==> config.mk <==
export PLATFORM = sky130hd
export DESIGN_NAME = rm_edf_task_scheduler
export DESIGN_NICKNAME = d
export VERILOG_FILES = /design/src/hdl/rmedf_pkg.sv /design/src/hdl/rm_edf_task_scheduler.sv /design/src/hdl/rmedf_ram.sv /design/src/hdl/rmedf_ctrl.sv /design/src/hdl/rmedf_dp.sv
export SDC_FILE = /design/constraint.sdc
export NUM_CORES = 1
export LEC_CHECK = 0
export ABC_CLOCK_PERIOD_IN_PS = 6550
export BUFFER_PORTS_ARGS = -buffer_cell sky130_fd_sc_hd__buf_2
export CAP_MARGIN = 10
export CORE_MARGIN = 2
export CORE_UTILIZATION = 43
export CTS_BUF_LIST = sky130_fd_sc_hd__clkbuf_8
export DETAILED_ROUTE_END_ITERATION = 10
export GPL_TIMING_DRIVEN = 0
export PLACE_DENSITY_LB_ADDON = 0.08
export SLEW_MARGIN = 20
export SYNTH_ARGS = -nofsm -noshare
export SYNTH_HDL_FRONTEND = slang
export SYNTH_SLANG_ARGS = --single-unit
==> constraint.sdc <==
create_clock -name clk_i -period 6.55 [get_ports clk_i]
set_input_delay 0.3275 -clock clk_i [delete_from_list [all_inputs] [get_ports clk_i]]
set_output_delay 0.3275 -clock clk_i [all_outputs]
set_load 0.02 [all_outputs]
==> src/hdl/rmedf_pkg.sv <==
`timescale 1ns / 1ps
`default_nettype none
// ----------------------------------------------------------------------------
// rmedf_pkg
// Shared types, sizes and codes of the rate-monotonic / EDF task scheduler.
// ----------------------------------------------------------------------------
package rmedf_pkg;

  // Table geometry.
  localparam int MAX_TASKS = 16;
  localparam int TIME_BITS = 16;

  localparam int SLOT_W = (MAX_TASKS > 1) ? $clog2(MAX_TASKS) : 1;
  localparam int CNT_W  = $clog2(MAX_TASKS + 1);
  localparam int DL_W   = TIME_BITS + 1;

  // Fixed field widths of the ports.
  localparam int KIND_W     = 1;
  localparam int SLOT_IN_W  = 4;
  localparam int TIME_IN_W  = 16;
  localparam int SLOT_OUT_W = 4;
  localparam int REM_OUT_W  = 16;
  localparam int CFG_IDX_W  = 2;
  localparam int CFG_DATA_W = 5;

  // Item kinds.
  localparam logic [KIND_W-1:0] KIND_LOAD = 1'b0;
  localparam logic [KIND_W-1:0] KIND_TICK = 1'b1;

  // Configuration register indexes.
  localparam logic [CFG_IDX_W-1:0] CFG_POLICY_MODE = 2'd0;
  localparam logic [CFG_IDX_W-1:0] CFG_TASK_COUNT  = 2'd1;

  // Selection policies.
  localparam logic POLICY_RM  = 1'b0;
  localparam logic POLICY_EDF = 1'b1;

  // One row of the task table.
  typedef struct packed {
    logic [TIME_BITS-1:0]   period;
    logic [TIME_BITS-1:0]   remaining;
    logic signed [DL_W-1:0] deadline;
  } entry_t;

  localparam int ENTRY_W = $bits(entry_t);

  typedef enum logic [1:0] {
    ST_IDLE,
    ST_LOAD,
    ST_SCAN,
    ST_WB
  } state_e;

  // Controller to datapath.
  typedef struct packed {
    logic capture;
    logic load_wr;
    logic scan_rd;
    logic wb;
  } ctrl_cmd_t;

  // Datapath to controller.
  typedef struct packed {
    logic scan_end;
  } dp_status_t;

endpackage : rmedf_pkg
`default_nettype wire

==> src/hdl/rm_edf_task_scheduler.sv <==
`timescale 1ns / 1ps
`default_nettype none
// ----------------------------------------------------------------------------
// rm_edf_task_scheduler
// Task table scheduled one tick at a time by rate-monotonic or EDF priority.
// ----------------------------------------------------------------------------
// An item is taken when start is high while busy is low. A load passes through
// the load state alone. A tick runs a serial scan over task_count slots, capped
// at sixteen, that reads one table row per cycle from the single read port of
// the task table, followed by a write-back state. Each item produces exactly
// one result, shown for a single cycle with done_o high; it cannot be held off,
// so the receiver must take it in that cycle. Busy drops in the same cycle the
// result appears, so the next item may be taken right away. Configuration
// writes are always ready and are meant only while the block is idle.
module rm_edf_task_scheduler (
  input  wire logic                              clk_i,
  input  wire logic                              rst_ni,
  input  wire logic                              start,
  output logic                                   busy,
  input  wire logic [rmedf_pkg::KIND_W-1:0]      kind_i,
  input  wire logic [rmedf_pkg::SLOT_IN_W-1:0]   slot_i,
  input  wire logic [rmedf_pkg::TIME_IN_W-1:0]   task_period_i,
  input  wire logic [rmedf_pkg::TIME_IN_W-1:0]   exec_time_i,
  output logic                                   done_o,
  output logic                                   ran_o,
  output logic [rmedf_pkg::SLOT_OUT_W-1:0]       chosen_slot_o,
  output logic [rmedf_pkg::REM_OUT_W-1:0]        remaining_left_o,
  input  wire logic                              cfg_valid_i,
  output logic                                   cfg_ready_o,
  input  wire logic [rmedf_pkg::CFG_IDX_W-1:0]   cfg_index_i,
  input  wire logic [rmedf_pkg::CFG_DATA_W-1:0]  cfg_data_i
);

  rmedf_pkg::ctrl_cmd_t  cmd;
  rmedf_pkg::dp_status_t status;

  assign cfg_ready_o = 1'b1;

  rmedf_ctrl u_ctrl (
    .clk_i    (clk_i),
    .rst_ni   (rst_ni),
    .start    (start),
    .kind_i   (kind_i),
    .status_i (status),
    .cmd_o    (cmd),
    .busy     (busy)
  );

  rmedf_dp u_dp (
    .clk_i            (clk_i),
    .rst_ni           (rst_ni),
    .cmd_i            (cmd),
    .status_o         (status),
    .cfg_valid_i      (cfg_valid_i && cfg_ready_o),
    .cfg_index_i      (cfg_index_i),
    .cfg_data_i       (cfg_data_i),
    .slot_i           (slot_i),
    .task_period_i    (task_period_i),
    .exec_time_i      (exec_time_i),
    .done_o           (done_o),
    .ran_o            (ran_o),
    .chosen_slot_o    (chosen_slot_o),
    .remaining_left_o (remaining_left_o)
  );

endmodule : rm_edf_task_scheduler
`default_nettype wire

==> src/hdl/rmedf_ram.sv <==
`timescale 1ns / 1ps
`default_nettype none
// ----------------------------------------------------------------------------
// rmedf_ram
// Generic simple dual-port RAM: one write port, one read port, registered read.
// ----------------------------------------------------------------------------
module rmedf_ram #(
  parameter int WIDTH = 8,
  parameter int DEPTH = 16,
  parameter int AW    = (DEPTH > 1) ? $clog2(DEPTH) : 1
) (
  input  wire logic             clk_i,
  input  wire logic             we_i,
  input  wire logic [AW-1:0]    waddr_i,
  input  wire logic [WIDTH-1:0] wdata_i,
  input  wire logic             re_i,
  input  wire logic [AW-1:0]    raddr_i,
  output logic      [WIDTH-1:0] rdata_o
);

  logic [WIDTH-1:0] mem_q [DEPTH];

  always_ff @(posedge clk_i) begin
    if (we_i) begin
      mem_q[waddr_i] <= wdata_i;
    end
  end

  always_ff @(posedge clk_i) begin
    if (re_i) begin
      rdata_o <= mem_q[raddr_i];
    end
  end

endmodule : rmedf_ram
`default_nettype wire

==> src/hdl/rmedf_ctrl.sv <==
`timescale 1ns / 1ps
`default_nettype none
// ----------------------------------------------------------------------------
// rmedf_ctrl
// Sequencer of the scheduler: load, serial scan and write-back.
// ----------------------------------------------------------------------------
module rmedf_ctrl (
  input  wire logic                          clk_i,
  input  wire logic                          rst_ni,
  input  wire logic                          start,
  input  wire logic [rmedf_pkg::KIND_W-1:0]  kind_i,
  input  wire rmedf_pkg::dp_status_t         status_i,
  output rmedf_pkg::ctrl_cmd_t               cmd_o,
  output logic                               busy
);

  rmedf_pkg::state_e state_q, state_d;

  always_ff @(posedge clk_i or negedge rst_ni) begin
    if (!rst_ni) begin
      state_q <= rmedf_pkg::ST_IDLE;
    end else begin
      state_q <= state_d;
    end
  end

  always_comb begin
    state_d = state_q;
    unique case (state_q)
      rmedf_pkg::ST_IDLE: begin
        if (start) begin
          state_d = (kind_i == rmedf_pkg::KIND_TICK) ? rmedf_pkg::ST_SCAN
                                                     : rmedf_pkg::ST_LOAD;
        end
      end
      rmedf_pkg::ST_LOAD: begin
        state_d = rmedf_pkg::ST_IDLE;
      end
      rmedf_pkg::ST_SCAN: begin
        if (status_i.scan_end) begin
          state_d = rmedf_pkg::ST_WB;
        end
      end
      rmedf_pkg::ST_WB: begin
        state_d = rmedf_pkg::ST_IDLE;
      end
      default: begin
        state_d = rmedf_pkg::ST_IDLE;
      end
    endcase
  end

  always_comb begin
    cmd_o = '0;
    busy  = 1'b1;
    unique case (state_q)
      rmedf_pkg::ST_IDLE: begin
        busy          = 1'b0;
        cmd_o.capture = start;
      end
      rmedf_pkg::ST_LOAD: begin
        cmd_o.load_wr = 1'b1;
      end
      rmedf_pkg::ST_SCAN: begin
        cmd_o.scan_rd = !status_i.scan_end;
      end
      rmedf_pkg::ST_WB: begin
        cmd_o.wb = 1'b1;
      end
      default: begin
        busy = 1'b1;
      end
    endcase
  end

endmodule : rmedf_ctrl
`default_nettype wire

==> src/hdl/rmedf_dp.sv <==
`timescale 1ns / 1ps
`default_nettype none
// ----------------------------------------------------------------------------
// rmedf_dp
// Datapath: configuration registers, task table, scan comparator and results.
// ----------------------------------------------------------------------------
module rmedf_dp (
  input  wire logic                              clk_i,
  input  wire logic                              rst_ni,
  input  wire rmedf_pkg::ctrl_cmd_t              cmd_i,
  output rmedf_pkg::dp_status_t                  status_o,
  input  wire logic                              cfg_valid_i,
  input  wire logic [rmedf_pkg::CFG_IDX_W-1:0]   cfg_index_i,
  input  wire logic [rmedf_pkg::CFG_DATA_W-1:0]  cfg_data_i,
  input  wire logic [rmedf_pkg::SLOT_IN_W-1:0]   slot_i,
  input  wire logic [rmedf_pkg::TIME_IN_W-1:0]   task_period_i,
  input  wire logic [rmedf_pkg::TIME_IN_W-1:0]   exec_time_i,
  output logic                                   done_o,
  output logic                                   ran_o,
  output logic [rmedf_pkg::SLOT_OUT_W-1:0]       chosen_slot_o,
  output logic [rmedf_pkg::REM_OUT_W-1:0]        remaining_left_o
);

  localparam int SLOT_W = rmedf_pkg::SLOT_W;
  localparam int CNT_W  = rmedf_pkg::CNT_W;
  localparam int DL_W   = rmedf_pkg::DL_W;
  localparam int TB     = rmedf_pkg::TIME_BITS;

  // Configuration.
  logic                         policy_q;
  logic [rmedf_pkg::CFG_DATA_W-1:0] task_count_q;
  logic [CNT_W-1:0]             eff_count;

  // Captured load item.
  logic [rmedf_pkg::SLOT_IN_W-1:0] slot_q;
  logic [TB-1:0]                period_q;
  logic [TB-1:0]                exec_q;
  logic                         slot_ok;

  // Scan state.
  logic [CNT_W-1:0]             idx_q;
  logic                         rd_vld_q;
  logic [SLOT_W-1:0]            rd_addr_q;
  logic                         rd_vbit_q;
  logic [rmedf_pkg::MAX_TASKS-1:0] valid_q;
  logic                         found_q;
  logic [SLOT_W-1:0]            best_idx_q;
  rmedf_pkg::entry_t            best_q;

  // Table port.
  logic                         ram_we;
  logic [SLOT_W-1:0]            ram_waddr;
  rmedf_pkg::entry_t            ram_wdata;
  rmedf_pkg::entry_t            ram_rdata;
  rmedf_pkg::entry_t            load_entry;
  rmedf_pkg::entry_t            wb_entry;

  logic signed [DL_W-1:0]       cand_key;
  logic signed [DL_W-1:0]       best_key;
  logic                         take;

  always_ff @(posedge clk_i or negedge rst_ni) begin
    if (!rst_ni) begin
      policy_q     <= rmedf_pkg::POLICY_RM;
      task_count_q <= '0;
    end else if (cfg_valid_i) begin
      unique case (cfg_index_i)
        rmedf_pkg::CFG_POLICY_MODE: policy_q     <= cfg_data_i[0];
        rmedf_pkg::CFG_TASK_COUNT:  task_count_q <= cfg_data_i;
        default: ;
      endcase
    end
  end

  always_comb begin
    if (int'(task_count_q) > rmedf_pkg::MAX_TASKS) begin
      eff_count = CNT_W'(rmedf_pkg::MAX_TASKS);
    end else begin
      eff_count = CNT_W'(task_count_q);
    end
  end

  assign status_o.scan_end = (idx_q == eff_count);
  assign slot_ok = (int'(slot_q) < rmedf_pkg::MAX_TASKS);

  always_ff @(posedge clk_i) begin
    if (cmd_i.capture) begin
      slot_q   <= slot_i;
      period_q <= TB'(task_period_i);
      exec_q   <= TB'(exec_time_i);
    end
  end

  // Scan counter, read pipeline and valid bits of the table rows.
  always_ff @(posedge clk_i or negedge rst_ni) begin
    if (!rst_ni) begin
      idx_q    <= '0;
      rd_vld_q <= 1'b0;
      valid_q  <= '0;
      found_q  <= 1'b0;
    end else begin
      rd_vld_q <= cmd_i.scan_rd;
      if (cmd_i.capture) begin
        idx_q   <= '0;
        found_q <= 1'b0;
      end else begin
        if (cmd_i.scan_rd) begin
          idx_q <= idx_q + 1'b1;
        end
        if (take) begin
          found_q <= 1'b1;
        end
      end
      if (cmd_i.load_wr && slot_ok) begin
        valid_q[SLOT_W'(slot_q)] <= 1'b1;
      end
    end
  end

  always_ff @(posedge clk_i) begin
    if (cmd_i.scan_rd) begin
      rd_addr_q <= idx_q[SLOT_W-1:0];
      rd_vbit_q <= valid_q[idx_q[SLOT_W-1:0]];
    end
    if (take) begin
      best_idx_q <= rd_addr_q;
      best_q     <= ram_rdata;
    end
  end

  // Rate-monotonic ranks by period, which is never negative as a key.
  always_comb begin
    if (policy_q == rmedf_pkg::POLICY_EDF) begin
      cand_key = ram_rdata.deadline;
      best_key = best_q.deadline;
    end else begin
      cand_key = signed'({1'b0, ram_rdata.period});
      best_key = signed'({1'b0, best_q.period});
    end
  end

  // A row that was never loaded is skipped by its valid bit, as is a row with no
  // remaining time. Strict compare keeps the lowest slot on ties.
  assign take = rd_vld_q && rd_vbit_q && (ram_rdata.remaining != '0)
             && (!found_q || (cand_key < best_key));

  always_comb begin
    load_entry.period    = period_q;
    load_entry.remaining = exec_q;
    load_entry.deadline  = signed'({1'b0, period_q});

    wb_entry           = best_q;
    wb_entry.remaining = best_q.remaining - 1'b1;
    if (policy_q == rmedf_pkg::POLICY_EDF) begin
      wb_entry.deadline = best_q.deadline - DL_W'(1);
    end
  end

  always_comb begin
    if (cmd_i.wb) begin
      ram_we    = found_q;
      ram_waddr = best_idx_q;
      ram_wdata = wb_entry;
    end else begin
      ram_we    = cmd_i.load_wr && slot_ok;
      ram_waddr = SLOT_W'(slot_q);
      ram_wdata = load_entry;
    end
  end

  rmedf_ram #(
    .WIDTH (rmedf_pkg::ENTRY_W),
    .DEPTH (rmedf_pkg::MAX_TASKS)
  ) u_table (
    .clk_i   (clk_i),
    .we_i    (ram_we),
    .waddr_i (ram_waddr),
    .wdata_i (ram_wdata),
    .re_i    (cmd_i.scan_rd),
    .raddr_i (idx_q[SLOT_W-1:0]),
    .rdata_o (ram_rdata)
  );

  // Result registers.
  always_ff @(posedge clk_i or negedge rst_ni) begin
    if (!rst_ni) begin
      done_o           <= 1'b0;
      ran_o            <= 1'b0;
      chosen_slot_o    <= '0;
      remaining_left_o <= '0;
    end else begin
      done_o <= cmd_i.load_wr || cmd_i.wb;
      if (cmd_i.wb && found_q) begin
        ran_o            <= 1'b1;
        chosen_slot_o    <= rmedf_pkg::SLOT_OUT_W'(best_idx_q);
        remaining_left_o <= rmedf_pkg::REM_OUT_W'(wb_entry.remaining);
      end else if (cmd_i.load_wr || cmd_i.wb) begin
        ran_o            <= 1'b0;
        chosen_slot_o    <= '0;
        remaining_left_o <= '0;
      end
    end
  end

endmodule : rmedf_dp
`default_nettype wire

==> Flow_metrics.wiki <==
{| class="wikitable"
! Metric !! Value
|-
| Outcome || finished clean
|-
| Critical register-to-register path startpoint || u_dp.policy_q
|-
| Max capacitance violation total || 0
|-
| R2r endpoint || u_dp.best_q[27]
|-
| Launch point of the worst path || u_dp.policy_q
|-
| Complex-gate fraction of the synthesized area || about 1.6%
|-
| Via count of the first global-routing pass || 20,026
|-
| Clock slew seen by the registers of the worst setup and hold paths || ~0.060 ns
|-
| Reported leakage power || approximately 15 nW
|-
| Worst setup SP type || flop
|-
| Maximum number of pins on one net before global-route repair || 54
|-
| Top_reg_cell synth || edfxtp_1
|-
| Setup-violating endpoint count in the final report || 0
|-
| Drt initial violations || approximately 1,800
|-
| Areal power density over the cells || around 400 mW/mm^2
|-
| Routed wire per std cell || between 20 and 30 microns
|-
| Type of the setup path with the least slack || flop to flop
|-
| DIE HEIGHT || 300.9 microns
|-
| Mux contribution to synthesized area || between 10% and 20%
|-
| Sequential element share of the synthesized area || 76.93%
|-
| Router iterations before antenna repair || 5
|-
| Post-route minimum period || about 5 ns
|-
| Share of cells above drive strength 1 || between 20 and 30%
|-
| Xor-xnor portion of the synthesized cell area || less than 1%
|-
| Reg2reg path depth || 11
|-
| RSZ-0062 raised after global routing || no
|-
| Die width || approximately 300 microns
|-
| Routability cong. || between 0.7 and 0.8
|-
| Worst-path maximum fanout || 18
|-
| Top area cells in the synthesized netlist || edfxtp_1, mux4_2, dfrtp_1
|-
| Synthesized instance count || 1,732
|-
| Number of cells on the critical path || 11
|-
| Ordered cell list for the critical path || clkbuf_1 > clkbuf_1 > mux2_2 > ha_1 > nand3_1 > nor3_1 > o211ai_1 > a22o_1 > a21boi_4 > buf_16 > buf_16
|-
| Starting density of the core || 43.56%
|-
| Crit path largest cell delay || 0.67 ns
|-
| NumNets Final || between 2,000 and 2,500
|-
| Post-CTS resize count || 0
|-
| Die Area || slightly above 0.09 sq mm
|-
| Number of enable flip-flop cells after synthesis || 927
|-
| Area share of fa/ha/maj cells after synthesis || less than 1%
|-
| Residual antenna-violating net count after detailed routing || 0
|-
| CP endpoint kind || flop
|-
| Top cell family by delay on the critical path || buffers and inverters
|-
| Area of the mapped netlist || approximately 0.038 sq mm
|-
| Slew @ Worst Pin || about 1.2 ns
|-
| TritonCTS clock tree || yes
|-
| Maximum VDD drop || approximately 0.21 mV
|-
| Via/cell ratio || 5.596
|-
| Main combinational cell family by area after synthesis || multiplexers
|-
| Post-route standard cell area excluding fillers || approximately 0.045 sq mm
|-
| Wire length of the first global-routing pass || around 140,000 microns
|-
| Longest Clk Path Bufs || 3
|-
| Number of I/O port buffers || 70
|-
| Final WL || around 100,000 microns
|-
| Hold crit path type || input port to flop
|-
| Post-placement cell area || 0.04136 sq mm
|-
| Worst reg2reg setup slack || between 1.5 and 2 ns
|-
| CP Data Arrival Time || between 5 and 6 ns
|-
| Total overflow reported by the global router || 0
|-
| Yosys Warn Count || 0
|-
| Hold-fix buffers at CTS || 47
|-
| Source-to-sink clock delay at the later pin of the worst-skew pair || approximately 0.81 ns
|-
| Async set or reset register ratio after synthesis || 5.408%
|-
| Hold slack || approximately 0.085 ns
|-
| Max-Slew Margin vs Limit || 20.72%
|-
| Area growth from synthesis to layout || 18.11%
|-
| Number of synthesized register bits || just under 1,000
|-
| TritonCTS sink count || between 900 and 1,000
|-
| Post-detailed-route DRC marker count || 0
|-
| Max-slew violation count || 0
|-
| Final period util || between 70% and 80%
|-
| Final setup slack of the worst path || between 1.5 and 2 ns
|-
| Post-synthesis net count || about 1,800
|-
| Worst Path Required || slightly above 7 ns
|-
| Average instance area after synthesis || roughly 22 sq um
|-
| Setup slack at placement || approximately 1.7 ns
|-
| Fin Clk Skew || a little over 0.04 ns
|-
| Standard cell core area || between 0.08 and 0.09 sq mm
|-
| Count of boundary I/O pins || about 70
|-
| Clock tree root buffer cell || clkbuf_8
|-
| Number of antenna violations at the first check in global routing || 3
|-
| Termination of the worst setup path || u_dp.best_q[27]
|-
| Distinct cell type count after synthesis || 55
|-
| Hold Vio Cnt, Final || 0
|-
| Post-CTS repair timing setup buffer count || 0
|-
| Synth top area share || 73.43%
|-
| GR Util All Layers || 22.64%
|-
| Worst Path Buf+Inv || 4
|-
| Simple-gate portion of the synthesized area || roughly 2.4%
|-
| HPWL after detailed placement || between 60,000 and 70,000 microns
|-
| Via total after detailed routing || ~19,000
|-
| H-tree lvl count || 4
|-
| Most numerous cell types in the synthesized netlist || edfxtp_1, mux4_2, nand2_1
|-
| Utilization after layout || around half
|-
| Cell accounting for the most synthesized area || edfxtp_1
|-
| Crit path max-delay cell type || clkbuf_1
|-
| Clock buffer count from CTS || approximately 160
|-
| Maximum clock rate || approximately 0.20 GHz
|-
| Std cell rows || ~110
|-
| Most frequently used cell type in the post-synthesis netlist || edfxtp_1
|}
==> placed cells by master (no fill, tap or decap), drive strengths merged, types with 3 or more instances in the layout <==
cell type / n
nand2: 93
clkinv: 54
or4: 3
xnor2: 22
o21ai: 40
nor2b: 6
o22ai: 16
mux2i: 20
dlygate4sd3: 47
buf: 178
nor3b: 5
dfrtp: 53
nand3: 8
a31o: 3
nand4: 4
edfxtp: 927
mux4: 250
nor4: 9
nand3b: 7
ha: 19
clkbuf: 210
xor2: 12
nor3: 10
a21oi: 11
a21o: 11
a41o: 3
inv: 102
o211ai: 3
mux2: 22
nor2: 39
==> registers in the layout, summed over array words and instances, names as in the netlist <==
register and cells:
u_dp.valid_q 16, u_dp.remaining_left_o 16, u_dp.done_o 1, u_dp.rd_vld_q 1
u_dp.slot_q 4, u_dp.best_q 49, u_dp.best_idx_q 4, u_dp.u_table.rdata_o 49
u_dp.period_q 16, u_dp.exec_q 16, u_dp.rd_addr_q 4, u_ctrl.state_q 2
u_dp.task_count_q 5, u_dp.rd_vbit_q 1, u_dp.found_q 1, u_dp.chosen_slot_o 4
u_dp.policy_q 1, u_dp.ran_o 1, u_dp.u_table.mem_q 784, u_dp.idx_q 5
==> power by group <==
group          switching (W)  internal, W  leakage (nW)
clock network        0.00244      0.00244          1.71
registers           0.000359      0.00825          9.08
logic                0.00275      0.00189          3.93
total                0.00555       0.0126          14.7
==> layout make-up <==
cell class | count | area, sq um
antenna | 1 | 2.502
buffer | 81 | 478.0
clock buffer | 169 | 2326
clock inverter | 126 | 591.8
fill | 6993 | 42250
inverter | 32 | 122.6
multi-input combinational | 639 | 8309
sequential | 980 | 29160
tap | 1155 | 1445
timing repair buffer | 185 | 2337
==> worst register-to-register path: stages, from the launching register on <==
cell,delay [ns]
dfrtp_1,0.39
clkbuf_1,0.51
clkbuf_1,0.68
mux2_2,0.43
ha_1,0.32
nand3_1,0.10
nor3_1,0.63
o211ai_1,0.37
a22o_1,0.33
a21boi_4,0.52
buf_16,0.24
buf_16,0.18
==> metal layers <==
layer	vias to the layer above	global-route usage, %	wire (microns)
li1	7933	-	-
met3	152	3.557	5065
met5	-	0	0
met2	605	37.28	49610
met1	10158	31.58	43440
met4	0	6.290	1968
==> how the worst min path moves through the flow <==
stage	start	endpoint	slack, ns	cells after the start
global placement	u_dp.rd_addr_q[2]	u_dp.best_idx_q[2]	0.40	0
finish	cfg_valid_i	u_dp.task_count_q[0]	0.09	3
global route	cfg_valid_i	u_dp.task_count_q[0]	0.07	3
CTS	cfg_valid_i	u_dp.task_count_q[0]	0.02	3
detailed placement	u_dp.rd_addr_q[1]	u_dp.best_idx_q[1]	0.41	0
floorplan	rst_ni	u_ctrl.state_q[0]	0.03	0
==> metrics by stage <==
step | TNS [ns] | instances | power, W
finish | 0 | 3368 | 0.01813
global route | 0 | 3368 | 0.01892
CTS | 0 | 3367 | 0.01834
detailed placement | 0 | 3025 | 0.01339
global placement | -1120.15 | 2957 | 0.01313
floorplan | 0 | 1732 | 0.01147
==> cells by family after synthesis <==
logic type | Yosys count
and+or+nand+nor | 196
AOI/OAI and AO/OA | 97
DFF | 980
adders and majority gates | 19
muxes | 292
buffers and inverters | 113
xor gates and xnor gates | 34
other | 1
(Power assumes the default switching activity.)
